$ cat src/design/grbd_pkg.sv
`timescale 1ns / 1ps
// ----------------------------------------------------------------------------
// Gated rolling baseline detector package
// Field widths, beat layouts, register map and reset values shared by the
// detector and its checker.
// ----------------------------------------------------------------------------
package grbd_pkg;

    // Field widths.
    localparam int SAMPLE_W = 14;
    localparam int DELTA_W  = 15;
    localparam int PCT_W    = 7;
    localparam int FS_W     = 13;

    // Product of a positive sample and one hundred.
    localparam int PNUM_W   = 20;

    // Input beat: sample in the low bits, padded to whole bytes.
    localparam int S_TDATA_W = ((SAMPLE_W + 7) / 8) * 8;

    // Output beat layout, lowest field first.
    localparam int DELTA_LSB = 0;
    localparam int PCT_LSB   = DELTA_LSB + DELTA_W;
    localparam int CFLAG_BIT = PCT_LSB + PCT_W;
    localparam int PFLAG_BIT = CFLAG_BIT + 1;
    localparam int BASE_LSB  = PFLAG_BIT + 1;
    localparam int OUT_BITS  = BASE_LSB + SAMPLE_W;
    localparam int M_TDATA_W = ((OUT_BITS + 7) / 8) * 8;

    localparam logic [PCT_W-1:0] PCT_MAX = PCT_W'(100);
    localparam logic [PCT_W-1:0] PCT_MUL = PCT_W'(100);

    // Register map: register index is paddr[3:2].
    localparam int APB_ADDR_W = 4;
    localparam logic [1:0] REG_CONTRACTION = 2'd0;
    localparam logic [1:0] REG_PRESSURE    = 2'd1;
    localparam logic [1:0] REG_FULL_SCALE  = 2'd2;

    // Reset values.
    localparam logic signed [SAMPLE_W-1:0] CONTRACTION_RESET = SAMPLE_W'(1000);
    localparam logic signed [SAMPLE_W-1:0] PRESSURE_RESET    = SAMPLE_W'(500);
    localparam logic [FS_W-1:0]            FULL_SCALE_RESET  = FS_W'(3300);
    localparam logic signed [SAMPLE_W-1:0] BASELINE_RESET    = SAMPLE_W'(400);

endpackage

$ cat src/design/gated_rolling_baseline_detector.sv
`timescale 1ns / 1ps
// ----------------------------------------------------------------------------
// Gated rolling baseline detector
// Per-channel moving-average baseline, frozen while the pressure flag is set,
// with threshold flags and a clamped percent of full scale.
// ----------------------------------------------------------------------------
// Usage:
//   Input beats arrive on s_t*: s_tuser selects the channel, s_tdata holds the
//   signed millivolt sample. Each input beat yields exactly one output beat on
//   m_t*: m_tuser echoes the channel, m_tdata carries delta, percent, the two
//   flags and the updated baseline. The user must write thresholds and full scale
//   through the APB port only while the block is idle; the block does not enforce it.
//   One item is in work at a time. An item passes from accept through the read,
//   divider and done states before the next accept. The running sum is
//   SUM_W = 14 + clog2(WINDOW_LEN) bits wide; the baseline mean is formed from
//   it by a restoring divider that retires one quotient bit per cycle, after
//   the window update in the read state. The percent division forms its
//   seven quotient bits alongside it on a second small unit. The output beat
//   is loaded into the output register in the done state.
//   The result sits in an output register, so a new input beat is taken while
//   the previous result still waits; a stalled receiver holds the block only
//   when the next result is ready to be loaded.
//   Reset clears thresholds to their defaults, baselines to 400 mV, and the
//   window positions and sums to zero; the window memory itself is not cleared.
// ----------------------------------------------------------------------------
module gated_rolling_baseline_detector #(
    parameter int WINDOW_LEN    = 32,
    parameter int CHANNEL_COUNT = 2
) (
    input  logic                              aclk,
    input  logic                              aresetn,
    // Input stream.
    input  logic                              s_tvalid,
    output logic                              s_tready,
    input  logic [grbd_pkg::S_TDATA_W-1:0]    s_tdata,  // [13:0] sample_mv
    input  logic                              s_tuser,  // [0] channel
    // Result stream.
    output logic                              m_tvalid,
    input  logic                              m_tready,
    // [14:0] delta_mv, [21:15] pressure_percent, [22] contraction_flag,
    // [23] pressure_flag, [37:24] baseline_mv, rest zero
    output logic [grbd_pkg::M_TDATA_W-1:0]    m_tdata,
    output logic                              m_tuser,  // [0] channel_out
    // Configuration port.
    input  logic                              psel,
    input  logic                              penable,
    input  logic                              pwrite,
    input  logic [grbd_pkg::APB_ADDR_W-1:0]   paddr,
    input  logic [31:0]                       pwdata,
    output logic [31:0]                       prdata,
    output logic                              pready
);
    import grbd_pkg::*;

    localparam int PW     = $clog2(WINDOW_LEN);
    localparam int CH_W   = (CHANNEL_COUNT > 1) ? $clog2(CHANNEL_COUNT) : 1;
    localparam int SUM_W  = SAMPLE_W + PW;
    localparam int CW     = $clog2(WINDOW_LEN + 1);
    localparam int STEP_W = $clog2(SUM_W);
    localparam int PDIV_W = FS_W + PCT_W - 1;

    typedef enum logic [1:0] {
        ST_IDLE,
        ST_READ,
        ST_DIV,
        ST_DONE
    } state_t;

    state_t state_reg;

    // Configuration registers.
    logic signed [SAMPLE_W-1:0] cthr_reg;
    logic signed [SAMPLE_W-1:0] pthr_reg;
    logic [FS_W-1:0]            fs_reg;

    // Per-channel state.
    logic [PW-1:0]              pos_reg  [CHANNEL_COUNT];
    logic                       wrap_reg [CHANNEL_COUNT];
    logic signed [SUM_W-1:0]    sum_reg  [CHANNEL_COUNT];
    logic signed [SAMPLE_W-1:0] base_reg [CHANNEL_COUNT];

    // Window memory, one row per channel.
    logic signed [SAMPLE_W-1:0] win_mem [CHANNEL_COUNT][WINDOW_LEN];
    logic signed [SAMPLE_W-1:0] rd_data_reg;

    // Item in work.
    logic [CH_W-1:0]            ch_reg;
    logic                       chan_bit_reg;
    logic signed [SAMPLE_W-1:0] samp_reg;
    logic signed [DELTA_W-1:0]  delta_reg;
    logic                       cflag_reg;
    logic                       pflag_reg;
    logic                       pct_zero_reg;
    logic                       pct_full_reg;

    // Baseline divider.
    logic [SUM_W-1:0]           quo_reg;
    logic [CW-1:0]              rem_reg;
    logic [CW-1:0]              cnt_reg;
    logic                       neg_reg;
    logic [STEP_W-1:0]          step_reg;

    // Percent divider.
    logic [PNUM_W-1:0]          pnum_reg;
    logic [PDIV_W-1:0]          pdiv_reg;
    logic [PCT_W-1:0]           pq_reg;

    // Output register.
    logic                       m_tvalid_reg;
    logic                       m_tuser_reg;
    logic [OUT_BITS-1:0]        out_data_reg;

    // Handshakes.
    logic s_acc;
    logic cfg_wr;
    logic out_free;

    assign s_tready = (state_reg == ST_IDLE);
    assign s_acc    = s_tvalid & s_tready;
    assign pready   = 1'b1;
    assign cfg_wr   = psel & penable & pwrite & pready;
    assign out_free = ~m_tvalid_reg | m_tready;

    // Fields of the incoming beat.
    logic [CH_W-1:0]            ch_in;
    logic signed [SAMPLE_W-1:0] samp_in;
    logic [FS_W-1:0]            fs_eff;

    assign ch_in   = (CHANNEL_COUNT > 1) ? CH_W'(s_tuser) : '0;
    assign samp_in = signed'(s_tdata[SAMPLE_W-1:0]);
    assign fs_eff  = (fs_reg == '0) ? FS_W'(1) : fs_reg;

    // Window update, evaluated in the read state.
    logic signed [SUM_W-1:0] sum_next;
    logic [PW-1:0]           pos_next;
    logic                    wrap_next;
    logic [CW-1:0]           cnt_next;
    logic [SUM_W-1:0]        mag_next;

    always_comb begin
        sum_next = sum_reg[ch_reg]
                 - (wrap_reg[ch_reg] ? SUM_W'(rd_data_reg) : SUM_W'(0))
                 + SUM_W'(samp_reg);
        pos_next = (pos_reg[ch_reg] == PW'(WINDOW_LEN - 1)) ? '0
                                                            : pos_reg[ch_reg] + 1'b1;
        wrap_next = wrap_reg[ch_reg] | (pos_next == '0);
        cnt_next  = wrap_next ? CW'(WINDOW_LEN) : CW'(pos_next);
        mag_next  = sum_next[SUM_W-1] ? unsigned'(-sum_next) : unsigned'(sum_next);
    end

    // One restoring step of each divider.
    logic [CW:0]         trial;
    logic                q_bit;
    logic [CW-1:0]       rem_next;
    logic                p_bit;
    logic [SUM_W-1:0]    base_mag;
    logic [SAMPLE_W-1:0] base_q;
    logic [SAMPLE_W-1:0] base_next;
    logic [PCT_W-1:0]    pct_next;

    always_comb begin
        trial    = {rem_reg, quo_reg[SUM_W-1]};
        q_bit    = (trial >= {1'b0, cnt_reg});
        rem_next = q_bit ? CW'(trial - {1'b0, cnt_reg}) : trial[CW-1:0];
        p_bit    = (pnum_reg >= PNUM_W'(pdiv_reg));
        base_mag = neg_reg ? -quo_reg : quo_reg;
        base_q   = base_mag[SAMPLE_W-1:0];
        base_next = pflag_reg ? base_reg[ch_reg] : base_q;
        if (pct_zero_reg) begin
            pct_next = '0;
        end else if (pct_full_reg) begin
            pct_next = PCT_MAX;
        end else begin
            pct_next = pq_reg;
        end
    end

    // Window memory: read at accept, written back in the read state.
    always_ff @(posedge aclk) begin
        if (state_reg == ST_READ && !pflag_reg) begin
            win_mem[ch_reg][pos_reg[ch_reg]] <= samp_reg;
        end
        if (s_acc) begin
            rd_data_reg <= win_mem[ch_in][pos_reg[ch_in]];
        end
    end

    // Sequencer, per-channel state, dividers and output register.
    always_ff @(posedge aclk) begin
        if (!aresetn) begin
            state_reg    <= ST_IDLE;
            m_tvalid_reg <= 1'b0;
            cthr_reg     <= CONTRACTION_RESET;
            pthr_reg     <= PRESSURE_RESET;
            fs_reg       <= FULL_SCALE_RESET;
            for (int c = 0; c < CHANNEL_COUNT; c++) begin
                pos_reg[c]  <= '0;
                wrap_reg[c] <= 1'b0;
                sum_reg[c]  <= '0;
                base_reg[c] <= BASELINE_RESET;
            end
        end else begin
            // Configuration writes.
            if (cfg_wr) begin
                unique case (paddr[APB_ADDR_W-1:2])
                    REG_CONTRACTION: cthr_reg <= signed'(pwdata[SAMPLE_W-1:0]);
                    REG_PRESSURE:    pthr_reg <= signed'(pwdata[SAMPLE_W-1:0]);
                    REG_FULL_SCALE:  fs_reg   <= pwdata[FS_W-1:0];
                    default: ;
                endcase
            end

            // The result beat is loaded in the done state and cleared once
            // the receiver takes it.
            if (state_reg == ST_DONE && out_free) begin
                m_tvalid_reg <= 1'b1;
            end else if (m_tready) begin
                m_tvalid_reg <= 1'b0;
            end

            unique case (state_reg)
                ST_IDLE: begin
                    if (s_acc) begin
                        ch_reg       <= ch_in;
                        chan_bit_reg <= s_tuser;
                        samp_reg     <= samp_in;
                        delta_reg    <= DELTA_W'(samp_in) - DELTA_W'(base_reg[ch_in]);
                        cflag_reg    <= (samp_in >= cthr_reg);
                        pflag_reg    <= (samp_in >= pthr_reg);
                        pct_zero_reg <= (samp_in <= 0);
                        pct_full_reg <= (samp_in >= signed'({1'b0, fs_eff}));
                        state_reg    <= ST_READ;
                    end
                end
                ST_READ: begin
                    if (!pflag_reg) begin
                        pos_reg[ch_reg]  <= pos_next;
                        wrap_reg[ch_reg] <= wrap_next;
                        sum_reg[ch_reg]  <= sum_next;
                    end
                    neg_reg   <= sum_next[SUM_W-1];
                    quo_reg   <= mag_next;
                    rem_reg   <= '0;
                    cnt_reg   <= cnt_next;
                    pnum_reg  <= PNUM_W'(unsigned'(samp_reg[SAMPLE_W-2:0]) * PCT_MUL);
                    pdiv_reg  <= {fs_eff, {(PCT_W-1){1'b0}}};
                    pq_reg    <= '0;
                    step_reg  <= '0;
                    state_reg <= ST_DIV;
                end
                ST_DIV: begin
                    rem_reg <= rem_next;
                    quo_reg <= {quo_reg[SUM_W-2:0], q_bit};
                    // Percent quotient needs only its seven bits.
                    if (step_reg < STEP_W'(PCT_W)) begin
                        if (p_bit) begin
                            pnum_reg <= pnum_reg - PNUM_W'(pdiv_reg);
                        end
                        pdiv_reg <= pdiv_reg >> 1;
                        pq_reg   <= {pq_reg[PCT_W-2:0], p_bit};
                    end
                    step_reg <= step_reg + 1'b1;
                    if (step_reg == STEP_W'(SUM_W - 1)) begin
                        state_reg <= ST_DONE;
                    end
                end
                ST_DONE: begin
                    if (out_free) begin
                        base_reg[ch_reg] <= base_next;
                        m_tuser_reg      <= chan_bit_reg;
                        out_data_reg     <= {base_next, pflag_reg, cflag_reg,
                                             pct_next, delta_reg};
                        state_reg        <= ST_IDLE;
                    end
                end
                default: state_reg <= ST_IDLE;
            endcase
        end
    end

    // Register readback.
    always_comb begin
        unique case (paddr[APB_ADDR_W-1:2])
            REG_CONTRACTION: prdata = {{(32-SAMPLE_W){1'b0}}, cthr_reg};
            REG_PRESSURE:    prdata = {{(32-SAMPLE_W){1'b0}}, pthr_reg};
            REG_FULL_SCALE:  prdata = {{(32-FS_W){1'b0}}, fs_reg};
            default:         prdata = '0;
        endcase
    end

    assign m_tvalid = m_tvalid_reg;
    assign m_tuser  = m_tuser_reg;
    assign m_tdata  = {{(M_TDATA_W-OUT_BITS){1'b0}}, out_data_reg};

endmodule

$ cat config.mk
export PLATFORM = sky130hd
export DESIGN_NAME = gated_rolling_baseline_detector
export DESIGN_NICKNAME = d
export VERILOG_FILES = /design/src/design/grbd_pkg.sv /design/src/design/gated_rolling_baseline_detector.sv
export SDC_FILE = /design/constraint.sdc
export NUM_CORES = 2
export LEC_CHECK = 0
export BUFFER_PORTS_ARGS = -buffer_cell sky130_fd_sc_hd__buf_2
export CAP_MARGIN = 10
export CORE_UTILIZATION = 57
export CTS_CLUSTER_DIAMETER = 60
export DETAILED_ROUTE_END_ITERATION = 8
export PLACE_DENSITY = 0.86
export SKIP_CTS_REPAIR_TIMING = 1
export SLEW_MARGIN = 20
export SYNTH_ARGS = -nofsm -noshare
export SYNTH_HDL_FRONTEND = slang
export SYNTH_SLANG_ARGS = --single-unit
$ cat constraint.sdc
create_clock -name aclk -period 5.2 [get_ports aclk]
set_clock_uncertainty 0.05 [all_clocks]
set_input_delay 1.04 -clock aclk [delete_from_list [all_inputs] [get_ports aclk]]
set_output_delay 1.04 -clock aclk [all_outputs]
set_load 0.05 [all_outputs]
==> impl_metrics.py <==
metrics = {
    "status": {
        "status": "complete, no violations",
    },
    "global_route": {
        "grt_pass1_wl_um": 199400,
        "grt_pass1_vias": 31890,
        "grt.overflow.total": 0,
        "grt_antenna_before_repair": 4,
        "grt_usage_pct": 28.81,
        "grt_max_degree": 85,
    },
    "floorplanning": {
        "coreArea_um2": 91660,
        "pin_count": 136,
        "die_w_um": 306.2,
        "start_util_pct": 57.55,
        "die-area_um2": 93760,
        "std_cell_rows": 111,
        "die_h_um": 306.2,
    },
    "worst_setup_path": {
        "worst_setup_path_end_kind": "flip-flop",
        "path_cells": "mux2_2 -> and2_1 -> ha_1 -> inv_1 -> ha_1 -> fa_1 -> a211oi_4 -> o21ai_2 -> a2111oi_2 -> o31ai_1 -> xnor2_2 -> and4_1 -> a21oi_1 -> xnor2_1 -> mux2_2",
        "critPathRequiredTime_ns": 5.55,
        "slowest_stage": "a2111oi_2",
        "crit_family": "compound AO/OA/AOI/OAI gates",
        "path_max_fanout": 18,
        "critical_path_buf_inv_count": 1,
        "crit_type": "reg2reg",
        "worst_setup_path_start_kind": "flip-flop",
        "slowest_delay_ns": 0.51,
        "cp.arrival_ns": 5.24,
    },
    "final_layout": {
        "multi_input_area_um2": 16220,
        "final_area_um2": 59380,
        "largest_reg_flops": 896,
        "n_fill_cell": 5925,
        "layout_common_cells": "edfxtp_1 (1142), nand2_1 (312), nor2_1 (232), mux4_2 (224), inv_1 (190)",
        "syn2layout_area_growth_pct": 12.57,
        "nets": 3840,
        "final_common_cell": "edfxtp_1",
        "seq_area_um2": 35240,
        "final_layout_size_suffix_gt1_share_pct": 19.30,
    },
    "logic_synthesis": {
        "async_flop_share_pct": 0,
        "netlist_area_um2": 52750,
        "ys.flop_type": "edfxtp_1",
        "synth-seq-cells": 1189,
        "synth_top_area_share_pct": 65.01,
        "synth_area_per_cell_um2": 15.51,
        "netlist_top_cells_area": "edfxtp_1 (65%), mux4_2 (9.6%), ha_1 (3.7%)",
        "synth_edf_count": 1142,
        "yosysUniqueCellTypes": 79,
        "syn-instance-count": 3400,
        "yosysSeqAreaShare_pct": 66.80,
        "yosysWarnings": 0,
        "synth_top_cell_by_area": "edfxtp_1",
    },
    "sta": {
        "hold_viol": 0,
        "slew_headroom_pct": 27.47,
        "min_period_ns": 4.887,
        "setup_viol": 0,
        "finalCritPeriodShare_pct": 93.99,
        "tns_ns": 0,
        "max_freq_mhz": 204.6,
        "slew_viol_final": 0,
        "rsz0062_at_grt": "no",
        "worst_pin_slew_ns": 1.087,
    },
    "power": {
        "power.density_nw_per_um2": 462.1,
        "ir_worst_vdd_v": 0.0004962,
        "leakagePower_nw": 20.90,
    },
    "route": {
        "drt_iter0_drc": 4214,
        "wl_per_cell_um": 27.66,
        "vias_per_cell": 6.551,
        "postRouteAntennaNets": 0,
        "drc": 0,
        "vias": 31980,
        "dr.pass1.iters": 7,
        "drt-total-wl_um": 135100,
    },
    "clocking": {
        "cts_made_buffers": 116,
        "worst_skew_pair.late_latency_ns": 0.75,
        "cts_root_buffer": "clkbuf_16",
        "cts-htree-levels": 3,
        "cts_tree": "yes",
        "cts.path.max_buffers": 3,
        "cts.sinks": 1189,
        "clk_pin_slew_ns": 0.06,
    },
    "place": {
        "hpwl_um": 78820,
        "place.gp.congestion": 0.9150,
        "io_buffers": 92,
        "place_area_um2": 55280,
    },
    "run": {
        "drv_cap": 0,
    },
    "worst_hold_path": {
        "hp-class": "reg2reg",
    },
}
==> cell families after synthesis <==
family	count (synthesis)	synth area share, %
flops	1189	66.80
fa+ha+maj	186	4.825
xor+xnor	78	1.324
simple gates	814	6.974
mux	318	11.41
other cells	2	0.01424
buf+inv	362	2.799
compound gates	451	5.859
==> final cells by class <==
type,instances,area share [%]
antenna,1,0.004214
clock buffer,130,5.047
clock inverter,89,1.823
inverter,189,1.195
multi-input combinational,1868,27.32
sequential,1189,59.34
tap,1186,2.499
timing repair buffer,230,2.769
==> cell usage after synthesis, types with 26 or more instances <==
| cell | number |
|---|---|
| a211oi_1 | 61 |
| a21oi_1 | 110 |
| a311oi_1 | 45 |
| and2_1 | 89 |
| buf_1 | 26 |
| clkbuf_1 | 100 |
| dfxtp_1 | 47 |
| edfxtp_1 | 1142 |
| fa_1 | 29 |
| ha_1 | 157 |
| inv_1 | 188 |
| mux2_2 | 26 |
| mux2i_1 | 68 |
| mux4_2 | 224 |
| nand2_1 | 312 |
| nor2_1 | 238 |
| nor3_1 | 37 |
| o21ai_0 | 77 |
| xnor2_1 | 54 |
==> power by group <==
group          internal, mW  total, mW  leakage [nW]  switching, mW
Combinational          2.60       6.89          8.15           4.29
Sequential             11.4       11.7          10.8          0.254
Clock                  5.06       8.88          1.98           3.82
Total                  19.1       27.4          20.9           8.37
==> routing by layer <==
metal  global-route usage (%)  routed length (um)  vias up
met4                    15.03                7699        4
li1                         -                   -    13370
met3                    5.599               13340      480
met5                        0                  21        -
met2                    48.08               66750     2238
met1                    35.91               47240    15890
==> path summary, 6_finish.rpt <==
| path | slack (ns) | cells after the start | startpoint | to |
|---|---|---|---|---|
| worst max-delay path | 0.31 | 15 | flip-flop | quo_reg[14]$_DFFE_PP_ |
| worst min-delay path | 0.37 | 0 | delta_reg[4]$_DFFE_PP_ | out_data_reg[4]$_DFFE_PP_ |
| worst max register to register | 0.31 | 15 | flip-flop | quo_reg[14]$_DFFE_PP_ |
| worst min register to register | 0.37 | 0 | delta_reg[4]$_DFFE_PP_ | out_data_reg[4]$_DFFE_PP_ |
==> metrics by stage <==
step                      instances  hold slack (ns)  util (%)  setup slack [ns]  power [mW]
final                          4882           0.3701     64.78            0.3127       27.44
after global routing           4881           0.3800     64.78            0.1482       28.42
after CTS                      4881           0.3716     64.75            0.1821       27.37
after detailed placement       4662           0.3572     60.30            0.3013       18.52
after global placement         4662           0.3541     60.30            0.3636       18.24
after floorplan                3419           0.3503         -           0.06494       16.64
Power figures use the tool's default switching activity.
